**src/hw/rtl/dbr_pkg.sv**
```systemverilog
package dbr_pkg;

    localparam int OUT_W     = 24;
    localparam int HALF_W    = 8;
    localparam int TIMEOUT_W = 32;
    localparam int GAIN_W    = 2;
    localparam int SETTLE_W  = 16;
    localparam int CFG_W     = 32;
    localparam int ADDR_W    = 2;

    // Register indexes on the configuration port
    localparam logic [ADDR_W-1:0] REG_HALF_PERIOD = 2'd0;
    localparam logic [ADDR_W-1:0] REG_TIMEOUT     = 2'd1;
    localparam logic [ADDR_W-1:0] REG_GAIN        = 2'd2;
    localparam logic [ADDR_W-1:0] REG_SETTLE      = 2'd3;

    localparam logic [HALF_W-1:0]    HALF_RESET    = 8'd1;
    localparam logic [TIMEOUT_W-1:0] TIMEOUT_RESET = 32'd1000000;
    localparam logic [GAIN_W-1:0]    GAIN_RESET    = 2'd0;
    localparam logic [SETTLE_W-1:0]  SETTLE_RESET  = 16'd1000;

    // Operation codes carried by each input word
    localparam logic [1:0] OP_TICK  = 2'd0;
    localparam logic [1:0] OP_START = 2'd1;
    localparam logic [1:0] OP_DOWN  = 2'd2;
    localparam logic [1:0] OP_UP    = 2'd3;

    // Gain selections
    localparam logic [GAIN_W-1:0] GAIN_128 = 2'd0;
    localparam logic [GAIN_W-1:0] GAIN_32  = 2'd1;
    localparam logic [GAIN_W-1:0] GAIN_64  = 2'd2;

    typedef struct packed {
        logic [HALF_W-1:0]    half_period_ticks;
        logic [TIMEOUT_W-1:0] timeout_ticks;
        logic [GAIN_W-1:0]    gain_select;
        logic [SETTLE_W-1:0]  settle_ticks;
    } cfg_t;

    typedef struct packed {
        logic signed [OUT_W-1:0] value_b;
        logic signed [OUT_W-1:0] value_a;
        logic                    timed_out;
        logic                    done_res;
        logic                    busy_res;
        logic                    clk_out;
    } result_t;

endpackage

```
**src/hw/rtl/dual_bridge_adc_serial_reader.sv**
```systemverilog
// A result word is registered and valid in the cycle after its input word is accepted.
// Throughput: one word per cycle; the input is stalled only while a result
// waits in the output register and the output side is not ready.
// Reset (rst_n low, asynchronous): sequencer idle, clock line low, samples zero,
// configuration registers at their default values, output register empty.
module dual_bridge_adc_serial_reader #(
    parameter int SAMPLE_BITS = 24
) (
    input  logic                   clk,
    input  logic                   rst_n,

    input  logic                   s_axis_tvalid,
    output logic                   s_axis_tready,
    // [1:0] operation, [2] dout_a, [3] dout_b, [7:4] zero
    input  logic [7:0]             s_axis_tdata,

    output logic                   m_axis_tvalid,
    input  logic                   m_axis_tready,
    // [0] clk_out, [1] busy_res, [2] done_res, [3] timed_out,
    // [27:4] value_a, [51:28] value_b, [55:52] zero
    output logic [55:0]            m_axis_tdata,

    input  logic                   cfg_we,
    input  logic [dbr_pkg::ADDR_W-1:0] cfg_addr,
    input  logic [dbr_pkg::CFG_W-1:0]  cfg_wdata
);

    dbr_pkg::cfg_t    cfg_reg;
    dbr_pkg::result_t res;
    dbr_pkg::result_t out_data_reg;
    logic             out_valid_reg;
    logic             accept;

    assign s_axis_tready = !out_valid_reg || m_axis_tready;
    assign accept        = s_axis_tvalid && s_axis_tready;

    always_ff @(posedge clk or negedge rst_n)
    begin
        if (!rst_n)
        begin
            cfg_reg.half_period_ticks <= dbr_pkg::HALF_RESET;
            cfg_reg.timeout_ticks     <= dbr_pkg::TIMEOUT_RESET;
            cfg_reg.gain_select       <= dbr_pkg::GAIN_RESET;
            cfg_reg.settle_ticks      <= dbr_pkg::SETTLE_RESET;
        end
        else if (cfg_we)
        begin
            case (cfg_addr)
                dbr_pkg::REG_HALF_PERIOD:
                    cfg_reg.half_period_ticks <= cfg_wdata[dbr_pkg::HALF_W-1:0];
                dbr_pkg::REG_TIMEOUT:
                    cfg_reg.timeout_ticks <= cfg_wdata[dbr_pkg::TIMEOUT_W-1:0];
                dbr_pkg::REG_GAIN:
                    cfg_reg.gain_select <= cfg_wdata[dbr_pkg::GAIN_W-1:0];
                dbr_pkg::REG_SETTLE:
                    cfg_reg.settle_ticks <= cfg_wdata[dbr_pkg::SETTLE_W-1:0];
                default:
                begin
                end
            endcase
        end
    end

    dbr_core #(
        .SAMPLE_BITS (SAMPLE_BITS)
    ) u_core (
        .clk       (clk),
        .rst_n     (rst_n),
        .step      (accept),
        .operation (s_axis_tdata[1:0]),
        .dout_a    (s_axis_tdata[2]),
        .dout_b    (s_axis_tdata[3]),
        .cfg       (cfg_reg),
        .res       (res)
    );

    always_ff @(posedge clk or negedge rst_n)
    begin
        if (!rst_n)
        begin
            out_valid_reg <= 1'b0;
        end
        else if (accept)
        begin
            out_valid_reg <= 1'b1;
        end
        else if (m_axis_tready)
        begin
            out_valid_reg <= 1'b0;
        end
    end

    always_ff @(posedge clk)
    begin
        if (accept)
        begin
            out_data_reg <= res;
        end
    end

    assign m_axis_tvalid = out_valid_reg;
    assign m_axis_tdata  = {4'b0000, out_data_reg};

endmodule

```
**src/hw/rtl/dbr_core.sv**
```systemverilog
module dbr_core #(
    parameter int SAMPLE_BITS = 24
) (
    input  logic            clk,
    input  logic            rst_n,
    input  logic            step,
    input  logic [1:0]      operation,
    input  logic            dout_a,
    input  logic            dout_b,
    input  dbr_pkg::cfg_t   cfg,
    output dbr_pkg::result_t res
);

    localparam int PW = $clog2(SAMPLE_BITS + 4);
    localparam logic [PW-1:0] BITS_P = PW'(SAMPLE_BITS);

    localparam logic [2:0] PH_IDLE   = 3'd0;
    localparam logic [2:0] PH_WAIT   = 3'd1;
    localparam logic [2:0] PH_HIGH   = 3'd2;
    localparam logic [2:0] PH_LOW    = 3'd3;
    localparam logic [2:0] PH_SETTLE = 3'd4;
    localparam logic [2:0] PH_DOWN   = 3'd5;

    logic [2:0]                     phase_reg, phase_next;
    logic [dbr_pkg::TIMEOUT_W-1:0]  wait_count_reg, wait_count_next;
    logic [dbr_pkg::HALF_W-1:0]     half_count_reg, half_count_next;
    logic [PW-1:0]                  pulse_index_reg, pulse_index_next;
    logic [SAMPLE_BITS-1:0]         shift_a_reg, shift_a_next;
    logic [SAMPLE_BITS-1:0]         shift_b_reg, shift_b_next;
    logic                           clock_level_reg, clock_level_next;
    logic [dbr_pkg::OUT_W-1:0]      last_a_reg, last_a_next;
    logic [dbr_pkg::OUT_W-1:0]      last_b_reg, last_b_next;
    logic [1:0]                     extra_reg, extra_next;

    logic [dbr_pkg::HALF_W-1:0]     half_eff;
    logic                           half_end;
    logic [PW-1:0]                  pulse_inc;
    logic [dbr_pkg::OUT_W-1:0]      ext_a;
    logic [dbr_pkg::OUT_W-1:0]      ext_b;
    logic                           done;
    logic                           tout;

    // Sign-extend (or wrap) the received sample to the output width.
    generate
        if (SAMPLE_BITS >= dbr_pkg::OUT_W)
        begin : g_cut
            assign ext_a = shift_a_reg[dbr_pkg::OUT_W-1:0];
            assign ext_b = shift_b_reg[dbr_pkg::OUT_W-1:0];
        end
        else
        begin : g_ext
            assign ext_a = {{(dbr_pkg::OUT_W-SAMPLE_BITS){shift_a_reg[SAMPLE_BITS-1]}},
                            shift_a_reg};
            assign ext_b = {{(dbr_pkg::OUT_W-SAMPLE_BITS){shift_b_reg[SAMPLE_BITS-1]}},
                            shift_b_reg};
        end
    endgenerate

    assign half_eff  = (cfg.half_period_ticks == '0) ? dbr_pkg::HALF_W'(1)
                                                     : cfg.half_period_ticks;
    assign half_end  = ({1'b0, half_count_reg} + 9'd1) >= {1'b0, half_eff};
    assign pulse_inc = pulse_index_reg + PW'(1);

    always_comb
    begin
        phase_next       = phase_reg;
        wait_count_next  = wait_count_reg;
        half_count_next  = half_count_reg;
        pulse_index_next = pulse_index_reg;
        shift_a_next     = shift_a_reg;
        shift_b_next     = shift_b_reg;
        clock_level_next = clock_level_reg;
        last_a_next      = last_a_reg;
        last_b_next      = last_b_reg;
        extra_next       = extra_reg;
        done             = 1'b0;
        tout             = 1'b0;

        case (phase_reg)
            PH_IDLE, PH_DOWN:
            begin
                if (operation == dbr_pkg::OP_START && phase_reg == PH_IDLE)
                begin
                    phase_next      = PH_WAIT;
                    wait_count_next = '0;
                end
                else if (operation == dbr_pkg::OP_DOWN)
                begin
                    phase_next       = PH_DOWN;
                    clock_level_next = 1'b1;
                end
                else if (operation == dbr_pkg::OP_UP)
                begin
                    clock_level_next = 1'b0;
                    wait_count_next  = dbr_pkg::TIMEOUT_W'(cfg.settle_ticks);
                    phase_next       = (cfg.settle_ticks != '0) ? PH_SETTLE : PH_IDLE;
                end
            end
            PH_SETTLE:
            begin
                if (wait_count_reg <= dbr_pkg::TIMEOUT_W'(1))
                begin
                    wait_count_next = '0;
                    phase_next      = PH_IDLE;
                end
                else
                begin
                    wait_count_next = wait_count_reg - dbr_pkg::TIMEOUT_W'(1);
                end
            end
            PH_HIGH:
            begin
                if (half_end)
                begin
                    if (pulse_index_reg < BITS_P)
                    begin
                        shift_a_next = {shift_a_reg[SAMPLE_BITS-2:0], dout_a};
                        shift_b_next = {shift_b_reg[SAMPLE_BITS-2:0], dout_b};
                    end
                    clock_level_next = 1'b0;
                    half_count_next  = '0;
                    phase_next       = PH_LOW;
                end
                else
                begin
                    half_count_next = half_count_reg + dbr_pkg::HALF_W'(1);
                end
            end
            PH_LOW:
            begin
                if (half_end)
                begin
                    pulse_index_next = pulse_inc;
                    half_count_next  = '0;
                    if (pulse_inc < BITS_P + PW'(extra_reg))
                    begin
                        clock_level_next = 1'b1;
                        phase_next       = PH_HIGH;
                    end
                    else
                    begin
                        last_a_next = ext_a;
                        last_b_next = ext_b;
                        done        = 1'b1;
                        phase_next  = PH_IDLE;
                    end
                end
                else
                begin
                    half_count_next = half_count_reg + dbr_pkg::HALF_W'(1);
                end
            end
            default:
            begin
            end
        endcase

        // The ready check also runs on the word that starts the wait.
        if (phase_next == PH_WAIT)
        begin
            if (!dout_a && !dout_b)
            begin
                shift_a_next     = '0;
                shift_b_next     = '0;
                pulse_index_next = '0;
                case (cfg.gain_select)
                    dbr_pkg::GAIN_32: extra_next = 2'd2;
                    dbr_pkg::GAIN_64: extra_next = 2'd3;
                    default:          extra_next = 2'd1;
                endcase
                clock_level_next = 1'b1;
                half_count_next  = '0;
                phase_next       = PH_HIGH;
            end
            else if (wait_count_next > cfg.timeout_ticks)
            begin
                tout       = 1'b1;
                phase_next = PH_IDLE;
            end
            else if (wait_count_next != '1)
            begin
                wait_count_next = wait_count_next + dbr_pkg::TIMEOUT_W'(1);
            end
        end
    end

    always_ff @(posedge clk or negedge rst_n)
    begin
        if (!rst_n)
        begin
            phase_reg       <= PH_IDLE;
            wait_count_reg  <= '0;
            half_count_reg  <= '0;
            pulse_index_reg <= '0;
            shift_a_reg     <= '0;
            shift_b_reg     <= '0;
            clock_level_reg <= 1'b0;
            last_a_reg      <= '0;
            last_b_reg      <= '0;
            extra_reg       <= '0;
        end
        else if (step)
        begin
            phase_reg       <= phase_next;
            wait_count_reg  <= wait_count_next;
            half_count_reg  <= half_count_next;
            pulse_index_reg <= pulse_index_next;
            shift_a_reg     <= shift_a_next;
            shift_b_reg     <= shift_b_next;
            clock_level_reg <= clock_level_next;
            last_a_reg      <= last_a_next;
            last_b_reg      <= last_b_next;
            extra_reg       <= extra_next;
        end
    end

    assign res.clk_out   = clock_level_next;
    assign res.busy_res  = (phase_next == PH_WAIT) || (phase_next == PH_HIGH) ||
                           (phase_next == PH_LOW)  || (phase_next == PH_SETTLE);
    assign res.done_res  = done;
    assign res.timed_out = tout;
    assign res.value_a   = last_a_next;
    assign res.value_b   = last_b_next;

endmodule

```
**config.mk**
```make
export PLATFORM = sky130hd
export DESIGN_NAME = dual_bridge_adc_serial_reader
export DESIGN_NICKNAME = d
export VERILOG_FILES = /design/src/hw/rtl/dbr_pkg.sv /design/src/hw/rtl/dual_bridge_adc_serial_reader.sv /design/src/hw/rtl/dbr_core.sv
export SDC_FILE = /design/constraint.sdc
export NUM_CORES = 1
export LEC_CHECK = 0
export ABC_AREA = 1
export BUFFER_PORTS_ARGS = -buffer_cell sky130_fd_sc_hd__clkbuf_2
export CORE_MARGIN = 8
export CORE_UTILIZATION = 62
export DETAILED_ROUTE_END_ITERATION = 10
export PLACE_DENSITY_LB_ADDON = 0.1
export SLEW_MARGIN = 40
export SYNTH_ARGS = -nofsm -noshare
export SYNTH_HDL_FRONTEND = slang
export SYNTH_SLANG_ARGS = --single-unit
```
**constraint.sdc**
```tcl
create_clock -name clk -period 3.96 [get_ports clk]
set_input_delay 0.198 -clock clk [delete_from_list [all_inputs] [get_ports clk]]
set_output_delay 0.198 -clock clk [all_outputs]
set_load 0.005 [all_outputs]
```
==> Implementation_results.wiki, run 1 <==
{| class="wikitable"
! Metric !! Value
|-
| Hold WC Path Type || in2reg
|-
| Number of library cell types mapped by synthesis || 48
|-
| Share of Yosys cell area claimed by the top area cell type || 31.6%
|-
| Dominant cells by area after synthesis || dfrtp_1 (32%), nand2_1 (13%), edfxtp_1 (10%)
|-
| Arrival time of data at the critical path endpoint || 4.35 ns
|-
| Top-level port count || 105
|-
| Layout Utilization || 77.2%
|-
| Cell count of the worst reg-to-reg path || 31
|-
| Commonest non-fill, non-tap cell in the layout || nand2_1
|-
| Top library cells by usage in the layout, fill and taps aside || nand2_1 (508), inv_1 (270), o21ai_0 (209)
|-
| Total congestion overflow || 0
|-
| Portion of total power attributed to sequential cells || 28.2%
|-
| Yosys warning count || 0
|-
| Effective utilization at floorplan || 62.8%
|-
| Crit path max fanout || 10
|-
| Number of endpoints failing setup at the final stage || 0
|-
| Result of the run || finished with violations
|-
| Clock insertion delay at the later pin of the skew report || 0.55 ns
|-
| Type of origin of the critical path || flip-flop
|-
| Pwr per Cell Area || 744 mW/mm²
|-
| Post-synth ARST share || 79.8%
|-
| Overall via count from detail_route || 14500
|-
| Antenna-violating nets left || 0
|-
| Placeable core region || 0.0242 mm²
|-
| Primary flip-flop cell chosen by synthesis mapping || dfrtp_1
|-
| Clock Sinks || 258
|-
| Number of endpoints with negative hold slack in the final report || 1
|-
| Routability congestion estimate from global placement || 1.01
|-
| Failing checks || negative hold slack
|-
| Worst IR Drop VDD || 0.524 mV
|-
| Flop and latch count out of synthesis || 258
|-
| Average wire per standard cell || 16.4 µm
|-
| Kind of end point of the critical path || flip-flop
|-
| Area grow syn2layout || 22.9%
|-
| Final net count || 2343
|-
| Via count of the first global-routing pass || 13900
|-
| Sequential cell area fraction in the yosys report || 44.3%
|-
| Required time of the worst setup path || 4.43 ns
|-
| Final critical delay including setup and external delays || 3.88 ns
|-
| Fraction of layout instances using a drive strength above 1 || 22.0%
|-
| NetSw || 6.05 mW
|-
| Final clock period utilization by the worst path || 97.9%
|-
| Total internal power || 7.82 mW
|-
| Critical Setup Path Class || reg2reg
|-
| Cell repeated most along the worst path || nand2_1
|-
| Max-capacitance violation count || 0
|-
| Die height || 173 µm
|-
| Crit path largest cell delay || 0.48 ns
|-
| Combinational fraction of design power || 53.8%
|-
| Initial antenna violation count || 0
|-
| Number of detailed-route iterations in the first pass || 6
|-
| Die Span X || 173 µm
|-
| Hold Crit Depth || 3
|-
| Number of buffers created by CTS || 27
|-
| Number of H-tree levels || 1
|-
| Cell count after synthesis || 2011
|-
| Number of flops mapped to enable cells by yosys || 52
|-
| Fraction of power spent switching nets || 43.6%
|-
| Clock group share of total power || 18.0%
|-
| Largest net degree at the start of global routing || 126
|-
| Slew at the pin with the worst max-slew slack || 0.808 ns
|-
| Number of max-slew violations in the final report || 0
|-
| Number of placement rows || 57
|-
| Vias per inst || 5.59
|-
| Number of buffers on the longest clock path || 3
|-
| Number of standard cells in the layout, taps in and fillers out || 2593
|-
| Overall routed net length || 42.5 mm
|-
| Area enclosed by the die boundary || 0.0298 mm²
|-
| Global-route wire length before repair || 68.3 mm
|-
| Number of input and output port buffers inserted || 96
|-
| Design area || 0.0187 mm²
|-
| Average instance area after synthesis || 7.55 µm²
|-
| Area leader, netlist || dfrtp_1
|-
| Worst max-slew margin expressed relative to the limit || 46.1%
|-
| Final Skew || 0.0266 ns
|-
| Clk Tree Root Cell || clkbuf_16
|-
| Cell leakage power || 9.10 nW
|-
| Synthesized area || 0.0152 mm²
|-
| DPL Wire Length || 28.5 mm
|-
| Flip-flop count of the largest register, all copies and words added || 58
|-
| Total track usage || 27.2%
|-
| Post-placement cell area || 0.0169 mm²
|-
| Total DRC errors in the routed layout || 0
|-
| Critical path's slowest cell || dfrtp_1
|-
| Post-Place Cells || 2500
|-
| Clock-pin slew reported for the worst setup and hold paths after clock tree synthesis || 0.06 ns
|-
| Hold Slack || -0.000907 ns
|-
| Fmax achieved || 0.258 GHz
|-
| Ant. Diodes || 0
|-
| TritonCTS clock tree || done
|-
| Number of DRC markers in iteration 0 || 1474
|}
[metrics by stage]
step / hold slack (ns) / setup WS, ns / TNS (ns) / power [mW]
5_1_grt: 0.0138 / -0.207 / -3.35 / 14.8
3_3_place_gp: 0.417 / 0.0826 / 0 / 10.3
3_5_place_dp: 0.259 / -0.0175 / -0.0209 / 10.5
4_1_cts: 0.000168 / 0.0110 / 0 / 13.1
2_1_floorplan: -0.0976 / 0.445 / 0 / 8.00
6_report: -0.000907 / 0.0818 / 0 / 13.9
[cells in the mapped netlist (2+ instances only)]
master / count
o21a_1: 2
nand3_1: 115
nand4_1: 46
inv_1: 274
nand2_2: 22
nand3_2: 24
o22ai_2: 2
dfrtp_1: 192
o22ai_1: 59
nand2_4: 4
inv_2: 18
clkbuf_1: 38
o21bai_1: 3
xor2_1: 14
buf_1: 5
nor3_1: 15
nand2_1: 521
nand3b_1: 3
nor2_1: 176
nor4_1: 6
nor2_4: 2
nor2_2: 13
xnor2_1: 3
o21ai_2: 7
a21oi_1: 55
buf_6: 10
edfxtp_1: 52
or2_2: 2
o21ai_1: 4
buf_4: 7
buf_2: 24
ha_1: 47
nand3_4: 2
dfstp_2: 14
a22oi_1: 7
a21oi_2: 2
o21ai_0: 210
[per-layer routing]
metal	share of wire, %	up-vias	global-route usage (%)
met5	0	-	0
met4	3.8	0	10.8
met3	6.8	114	3.53
met2	48	548	45.8
met1	41	6834	35.2
li1	-	7007	-
[critical path: cells and delay by family, from the launching register on]
| kind | cells | cell delay, ns |
|---|---|---|
| AND/OR/NAND/NOR | 24 | 2.14 |
| buffers and inverters | 6 | 0.84 |
| flip-flops | 1 | 0.48 |
| adder cells (fa/ha/maj) | 1 | 0.31 |
[kinds of logic after synthesis]
| logic type | after synthesis | share of synthesized area [%] |
|---|---|---|
| other | 1 | 0.0247 |
| AOI/OAI and AO/OA | 356 | 12.8 |
| xor gates and xnor gates | 17 | 0.980 |
| and+or+nand+nor | 954 | 27.7 |
| buffers and inverters | 378 | 10.2 |
| adders and majority gates | 47 | 3.87 |
| DFF | 258 | 44.3 |
[power by group through the flow]
stage | Clock [mW] | Combinational [mW] | Sequential, mW
after floorplan | 0 | 4.15 | 3.85
after global placement | 0 | 6.39 | 3.90
after detailed placement | 0 | 6.59 | 3.91
after CTS | 2.51 | 6.72 | 3.88
after global routing | 2.62 | 8.22 | 3.99
final | 2.50 | 7.46 | 3.92
[layout make-up]
type / count / area [µm²]
Multi-Input combinational cell: 1379 / 7450
Sequential cell: 258 / 6740
Fill cell: 1724 / 5510
Timing Repair Buffer: 290 / 2110
Inverter: 293 / 1100
Clock buffer: 38 / 737
Tap cell: 324 / 405
Clock inverter: 11 / 116
[repair_timing]
action / CTS / global route
buffers inserted: 0 / 12
resized for setup: 6 / 107
gates cloned: 0 / 1
endpoints found under the hold margin: 156 / 0
hold buffers: 31 / 0
setup endpoints to repair: 3 / 28
pin swaps: 0 / 32
[worst paths after layout]
path                                                      startpoint                                     to  slack [ns]
min in group asynchronous                                      rst_n                cfg_reg[25]$_DFFE_PN0P_        0.25
worst max register to register  u_core.wait_count_reg[2]$_DFFE_PN0P_  u_core.wait_count_reg[13]$_DFFE_PN0P_        0.08
max in group asynchronous                                      rst_n      u_core.last_b_reg[21]$_DFFE_PN0P_        2.72
worst min register to register               cfg_reg[34]$_DFFE_PN1P_                cfg_reg[34]$_DFFE_PN1P_        0.48
worst min-delay path                                    cfg_wdata[1]                 cfg_reg[1]$_DFFE_PN0P_     -0.0009
worst max-delay path            u_core.wait_count_reg[2]$_DFFE_PN0P_  u_core.wait_count_reg[13]$_DFFE_PN0P_        0.08
No activity file was read; power rests on OpenSTA's default activity.
==> run 2: changes to the inputs <==
CORE_UTILIZATION = 55   (was 62)
HOLD_SLACK_MARGIN = 0.15   (was not set)
==> run 2 against run 1 <==
Compared with the run above:
- the flow now finishes without violations
- flip-flop and latch count unchanged
- core utilization is 8.0 points lower
- global-route usage shrank 2.3 points
- sequential share of layout area is 0.67 points lower
- largest power group unchanged
==> Implementation_results.wiki, run 2 (synthesized netlist as in run 1, its figures left out) <==
{| class="wikitable"
! Metric !! Value
|-
| Via count of the first global-routing pass || 13600 (-2.2%)
|-
| DPL Wire Length || 29.6 mm (+3.8%)
|-
| Antenna-violating nets left || 0 (unchanged)
|-
| Average wire per standard cell || 16.1 µm (-2.1%)
|-
| Max-capacitance violation count || 0 (unchanged)
|-
| Number of detailed-route iterations in the first pass || 6 (unchanged)
|-
| Pwr per Cell Area || 746 mW/mm² (+0.29%)
|-
| Cell leakage power || 9.30 nW (+2.2%)
|-
| Type of origin of the critical path || flip-flop
|-
| Commonest non-fill, non-tap cell in the layout || nand2_1
|-
| Fraction of layout instances using a drive strength above 1 || 23.0% (+0.99 points)
|-
| Flip-flop count of the largest register, all copies and words added || 58 (unchanged)
|-
| Ant. Diodes || 0 (unchanged)
|-
| Number of input and output port buffers inserted || 96 (unchanged)
|-
| Area grow syn2layout || 25.3%
|-
| Overall via count from detail_route || 14200 (-2.4%)
|-
| Number of endpoints failing setup at the final stage || 0 (unchanged)
|-
| Global-route wire length before repair || 68.0 mm (-0.32%)
|-
| Number of buffers on the longest clock path || 3 (unchanged)
|-
| Clk Tree Root Cell || clkbuf_16
|-
| Top-level port count || 105 (unchanged)
|-
| Clock-pin slew reported for the worst setup and hold paths after clock tree synthesis || 0.07 ns (about the same)
|-
| Fmax achieved || 0.266 GHz (+3.0%)
|-
| Worst slack after detailed placement || -0.0551 ns (-0.0377 ns)
|-
| Layout Utilization || 69.2% (-8.0 points)
|-
| Overall routed net length || 42.4 mm (-0.40%)
|-
| Effective utilization at floorplan || 55.3% (-7.5 points)
|-
| TritonCTS clock tree || done
|-
| Cell repeated most along the worst path || nand2_1
|-
| Slew at the pin with the worst max-slew slack || 0.808 ns (-0.0000563 ns)
|-
| Final sum of negative setup slack || 0 ns (unchanged)
|-
| Clock insertion delay at the later pin of the skew report || 0.57 ns (+0.02 ns)
|-
| Die height || 182 µm (+5.6%)
|-
| Crit path max fanout || 7 (-3)
|-
| Total track usage || 24.9% (-2.3 points)
|-
| Number of H-tree levels || 1 (unchanged)
|-
| Crit path largest cell delay || 0.43 ns (-0.05 ns)
|-
| Top library cells by usage in the layout, fill and taps aside || nand2_1 (506), inv_1 (270), o21ai_0 (208)
|-
| Required time of the worst setup path || 4.47 ns (+0.04 ns)
|-
| Placeable core region || 0.0275 mm² (+14%)
|-
| Clock Sinks || 258 (unchanged)
|-
| Number of max-slew violations in the final report || 0 (unchanged)
|-
| Number of DRC markers in iteration 0 || 982 (-33%)
|-
| Hold WC Path Type || in2reg
|-
| Worst max-slew margin expressed relative to the limit || 46.1% (about the same)
|-
| Number of placement rows || 61 (+7.0%)
|-
| Critical Setup Path Class || reg2reg
|-
| Critical path's slowest cell || dfrtp_1
|-
| Result of the run || finished, final reports clean
|-
| Kind of end point of the critical path || flip-flop
|-
| Final Skew || 0.0236 ns (-0.00303 ns)
|-
| Die Span X || 182 µm (+5.6%)
|-
| Arrival time of data at the critical path endpoint || 4.27 ns (-0.08 ns)
|-
| Number of fillers in the final layout || 2336 (+35%)
|-
| Number of buffers created by CTS || 28 (+3.7%)
|-
| Final clock period utilization by the worst path || 95.0% (-2.9 points)
|-
| Final net count || 2365 (+0.94%)
|-
| Area enclosed by the die boundary || 0.0332 mm² (+12%)
|-
| Initial antenna violation count || 0 (unchanged)
|-
| Total congestion overflow || 0 (unchanged)
|-
| Routability congestion estimate from global placement || 0.954 (-5.5%)
|-
| Worst IR Drop VDD || 0.482 mV (-8.0%)
|-
| Vias per inst || 5.36 (-4.1%)
|-
| Final critical delay including setup and external delays || 3.76 ns (-0.114 ns)
|-
| Number of endpoints with negative hold slack in the final report || 0 (-1)
|-
| Largest net degree at the start of global routing || 103 (-18%)
|-
| Total DRC errors in the routed layout || 0 (unchanged)
|-
| Final setup margin || 0.196 ns (+0.114 ns)
|}
[run 2: final timing paths]
kind	endpoint	slack, ns	from	depth (start not counted)
min in group asynchronous	u_core.last_a_reg[12]$_DFFE_PN0P_	0.64	rst_n	3
min reg2reg	cfg_reg[30]$_DFFE_PN0P_	0.49	cfg_reg[30]$_DFFE_PN0P_	2
max reg2reg	u_core.wait_count_reg[13]$_DFFE_PN0P_	0.20	u_core.wait_count_reg[9]$_DFFE_PN0P_	30
max in group asynchronous	u_core.ext_a[0]$_DFFE_PN0P_	2.11	rst_n	5
min	m_axis_tdata[0]$_DFFE_PP_	0.24	s_axis_tdata[1]	5
max	u_core.wait_count_reg[13]$_DFFE_PN0P_	0.20	u_core.wait_count_reg[9]$_DFFE_PN0P_	30
[run 2: critical path: cells and delay by family, from the launching register on]
kind	cells	cell delay, ns
adder cells (fa/ha/maj)	1	0.24
buffers and inverters	6	0.74
flip-flops	1	0.43
AO/OA/AOI/OAI	3	0.42
AND/OR/NAND/NOR	20	1.85
[run 2: where the power goes]
part | leakage, nW | total, mW | internal [mW] | switching, mW
registers | 3.15 | 3.93 | 3.44 | 0.494
logic | 5.67 | 7.48 | 3.06 | 4.43
clock network | 0.481 | 2.78 | 1.65 | 1.12
[run 2: metal layers]
layer	track usage [%]	routed length, µm	vias up
met3	3.56	2140	93
met4	8.13	1420	0
met2	42.4	20500	373
met5	0	0	-
li1	-	-	7054
met1	32.2	18300	6635
[run 2: area by class of cell]
class | count | area (µm²) | share of cell area, %
multi-input cells | 1378 | 7360 | 38.7
well taps | 346 | 433 | 2.28
repair buffers | 312 | 2400 | 12.6
clock inverters | 20 | 258 | 1.35
inverters | 293 | 1100 | 5.81
clock buffers | 32 | 726 | 3.81
flip-flops and latches | 258 | 6740 | 35.4
[run 2: metrics by stage]
step	std cells	cell area [µm²]	hold WS, ns	total power [mW]
6_report	2639	19000	0.244	14.2
2_1_floorplan	2014	15200	-0.0976	8.00
4_1_cts	2620	18400	0.224	13.5
3_5_place_dp	2529	17000	0.342	10.6
5_1_grt	2639	19000	0.302	15.2
3_3_place_gp	2529	17000	0.345	10.5
[run 2: repair_timing]
action,CTS,global route
setup buffers,0,16
hold buffers,39,1
setup endpoints to repair,10,85
pin swaps,0,28
hold endpoints to repair,144,26
cloned,0,1
resized for setup,7,103
==> run 3: changes to the inputs <==
BUFFER_PORTS_ARGS = not set   (was -buffer_cell sky130_fd_sc_hd__clkbuf_2)
CORE_ASPECT_RATIO = 1.5   (was not set)
DONT_BUFFER_PORTS = 1   (was not set)
==> run 3 against run 2 <==
Compared with the run above:
- the flow now finishes with violations (negative hold slack)
- count of clock-buffer cells in the layout grew 7
- die area grew 0.33%
- worst setup slack lost 0.073 ns
- cell count shrank 4.5%
- flip-flop and latch count is the same
- maximum frequency shrank 1.9%
- clock power shrank 14%
- global-route usage shrank 0.28 points
- non-clock buffer count shrank 113
- sequential share of layout area grew 1.7 points
- clock skew shrank 0.0043 ns
- sequential power is essentially flat
- critical path type unchanged
==> Implementation_results.wiki, run 3 (synthesized netlist as in run 1, its figures left out) <==
{| class="wikitable"
! Metric !! Value
|-
| Total power || 13.4 mW (-5.4%)
|-
| Result of the run || finished with violations
|-
| Average wire per standard cell || 16.1 µm (+0.49%)
|-
| Type of origin of the critical path || flip-flop
|-
| Total DRC errors in the routed layout || 0 (unchanged)
|-
| Fraction of layout instances using a drive strength above 1 || 18.5% (-4.5 points)
|-
| Global-route wire length before repair || 66.3 mm (-2.5%)
|-
| Top-level port count || 105 (unchanged)
|-
| Die Span X || 152 µm (-17%)
|-
| Worst slack after detailed placement || -0.140 ns (-0.0845 ns)
|-
| Top library cells by usage in the layout, fill and taps aside || nand2_1 (504), inv_1 (270), o21ai_0 (207)
|-
| DPL Wire Length || 28.9 mm (-2.4%)
|-
| Portion of total power attributed to sequential cells || 29.4% (+1.7 points)
|-
| Via count of the first global-routing pass || 13400 (-1.7%)
|-
| Overall via count from detail_route || 13700 (-3.0%)
|-
| Initial antenna violation count || 0 (unchanged)
|-
| Pwr per Cell Area || 740 mW/mm² (-0.80%)
|-
| Slew at the pin with the worst max-slew slack || 0.763 ns (-0.0451 ns)
|-
| Final Skew || 0.0193 ns (-0.00429 ns)
|-
| Critical Setup Path Class || reg2reg
|-
| Crit path max fanout || 6 (-1)
|-
| Area grow syn2layout || 19.5%
|-
| Unrepaired setup endpoints after global routing || yes
|-
| Number of endpoints with negative hold slack in the final report || 206 (+206)
|-
| Final setup margin || 0.123 ns (-0.0734 ns)
|-
| Number of endpoints failing setup at the final stage || 0 (unchanged)
|-
| Worst max-slew margin expressed relative to the limit || 49.1% (+3.0 points)
|-
| Number of standard cells in the layout, taps in and fillers out || 2521 (-4.5%)
|-
| Number of buffers on the longest clock path || 3 (unchanged)
|-
| Number of max-slew violations in the final report || 0 (unchanged)
|-
| Number of detailed-route iterations in the first pass || 6 (unchanged)
|-
| Clock Sinks || 258 (unchanged)
|-
| Clock insertion delay at the later pin of the skew report || 0.56 ns (about the same)
|-
| Layout Utilization || 66.7% (-2.6 points)
|-
| Number of H-tree levels || 1 (unchanged)
|-
| Ant. Diodes || 0 (unchanged)
|-
| Failing checks || negative hold slack
|-
| Total track usage || 24.6% (-0.28 points)
|-
| Combinational fraction of design power || 52.8% (about the same)
|-
| NetSw || 5.81 mW (-3.9%)
|-
| Number of DRC markers in iteration 0 || 880 (-10%)
|-
| Arrival time of data at the critical path endpoint || 4.28 ns (about the same)
|-
| Area enclosed by the die boundary || 0.0333 mm² (+0.33%)
|-
| Worst IR Drop VDD || 0.518 mV (+7.4%)
|-
| Number of placement rows || 74 (+21%)
|-
| Post-placement cell area || 0.0164 mm² (-3.7%)
|-
| Flip-flop count of the largest register, all copies and words added || 58 (unchanged)
|-
| Clk Tree Root Cell || clkbuf_16
|-
| Fmax achieved || 0.261 GHz (-1.9%)
|-
| Hold Slack || -0.662 ns (-0.905 ns)
|-
| Cell count of the worst reg-to-reg path || 26 (-13%)
|-
| Hold WC Path Type || in2async
|-
| Required time of the worst setup path || 4.40 ns (-0.07 ns)
|-
| Max-capacitance violation count || 0 (unchanged)
|-
| Number of buffers created by CTS || 27 (-3.6%)
|-
| CTS Hold Buffers Added || 39 (unchanged)
|-
| Overall routed net length || 40.7 mm (-4.0%)
|-
| Cell leakage power || 8.71 nW (-6.3%)
|-
| Routability congestion estimate from global placement || 0.999 (+4.7%)
|-
| Final clock period utilization by the worst path || 96.9% (+1.9 points)
|-
| Kind of end point of the critical path || flip-flop
|-
| Total congestion overflow || 0 (unchanged)
|-
| Clock-pin slew reported for the worst setup and hold paths after clock tree synthesis || 0.06 ns (about the same)
|-
| Effective utilization at floorplan || 55.8% (+0.52 points)
|-
| Total internal power || 7.62 mW (-6.4%)
|-
| Fraction of power spent switching nets || 43.2% (+0.65 points)
|-
| Number of input and output port buffers inserted || 0 (-100%)
|-
| FF-to-FF setup slack || 0.12 ns (-0.07 ns)
|-
| Placeable core region || 0.0272 mm² (-0.93%)
|-
| Antenna-violating nets left || 0 (unchanged)
|-
| Commonest non-fill, non-tap cell in the layout || nand2_1
|-
| TritonCTS clock tree || done
|-
| Post-Place Cells || 2416 (-4.5%)
|-
| Die height || 220 µm (+21%)
|-
| Design area || 0.0182 mm² (-4.6%)
|-
| Clock group share of total power || 17.7% (-1.9 points)
|-
| Vias per inst || 5.45 (+1.6%)
|-
| Number of fillers in the final layout || 2287 (-2.1%)
|-
| Final net count || 2252 (-4.8%)
|-
| Final critical delay including setup and external delays || 3.84 ns (+0.0734 ns)
|-
| Largest net degree at the start of global routing || 207 (+100%)
|}
-- run 3: cell count changes in the layout (fill, tap and decap cells not counted), sizes merged --
cell and delta:
buf -16, clkinvlp -1, bufinv -5, clkbuf -89, nor2 +1, inv +1, clkinv -4, dlygate4sd3 -1
-- run 3: final timing paths --
check / from / end
worst max-delay path: u_core.wait_count_reg[0]$_DFFE_PN0P_ / u_core.wait_count_reg[25]$_DFFE_PN0P_
worst min-delay path: rst_n / u_core.last_a_reg[10]$_DFFE_PN0P_
worst max register to register: u_core.wait_count_reg[0]$_DFFE_PN0P_ / u_core.wait_count_reg[25]$_DFFE_PN0P_
worst min register to register: cfg_reg[25]$_DFFE_PN0P_ / cfg_reg[25]$_DFFE_PN0P_
max in group asynchronous: rst_n / cfg_reg[37]$_DFFE_PN1P_
min in group clk: cfg_addr[1] / cfg_reg[3]$_DFFE_PN1P_
-- run 3: timing repair --
item | 4_1_cts | 5_1_grt
cloned | 0 | 1
resized for setup | 6 | 100
buffers inserted | 0 | 15
setup endpoints to repair | 21 | 29
pin swaps | 1 | 20
hold endpoints to repair | 274 | 206
-- run 3: per-layer routing --
metal / up-vias / GRT usage [%] / part of all wire (%)
li1: 6826 / - / -
met5: - / 0 / 0
met1: 6417 / 29.9 / 41
met2: 365 / 42.2 / 49
met3: 124 / 3.02 / 4.3
met4: 0 / 12.0 / 5.2
-- run 3: layout make-up --
type / instances / area (µm²) / share of cell area (%)
sequential: 258 / 6740 / 37.1
clock inverter: 11 / 71.3 / 0.393
multi-input combinational: 1379 / 7350 / 40.5
timing repair buffer: 199 / 1710 / 9.40
clock buffer: 39 / 751 / 4.14
inverter: 293 / 1110 / 6.10
tap: 342 / 428 / 2.36
-- run 3: power by group through the flow --
stage                     sequential (mW)  clock (mW)  combinational (mW)
final                                3.95        2.38                7.09
after global routing                 4.04        2.54                7.91
after CTS                            3.92        2.44                6.56
after detailed placement             3.96           0                6.49
after global placement               3.94           0                6.35
after floorplan                      3.85           0                4.15
-- run 3: through the flow --
step	hold slack [ns]	setup TNS, ns
4_1_cts	-0.673	0
2_1_floorplan	-0.0976	0
3_5_place_dp	-0.0880	-1.08
5_1_grt	-0.683	-0.630
3_3_place_gp	-0.0902	-0.115
6_report	-0.662	0
-- run 3: worst max-delay path, stage by stage, from the launching register on --
cell and delay (ns):
dfrtp_2 0.42, buf_4 0.14, ha_4 0.16, nor2_1 0.18, nor2_1 0.07, nand2_1 0.08, nor2_2 0.05, nand2_4 0.12
nand2_4 0.11, buf_12 0.15, o21ai_2 0.21, ha_1 0.27, nand2_1 0.15, o21a_1 0.15, a21oi_1 0.06, nor2_1 0.10
buf_4 0.12, nand2_1 0.05, nand2_2 0.09, nand2_2 0.09, buf_4 0.18, nor2_1 0.15, nand2_1 0.10, nor3_2 0.22
nand4_1 0.10, nand3_1 0.14, nand2_1 0.06
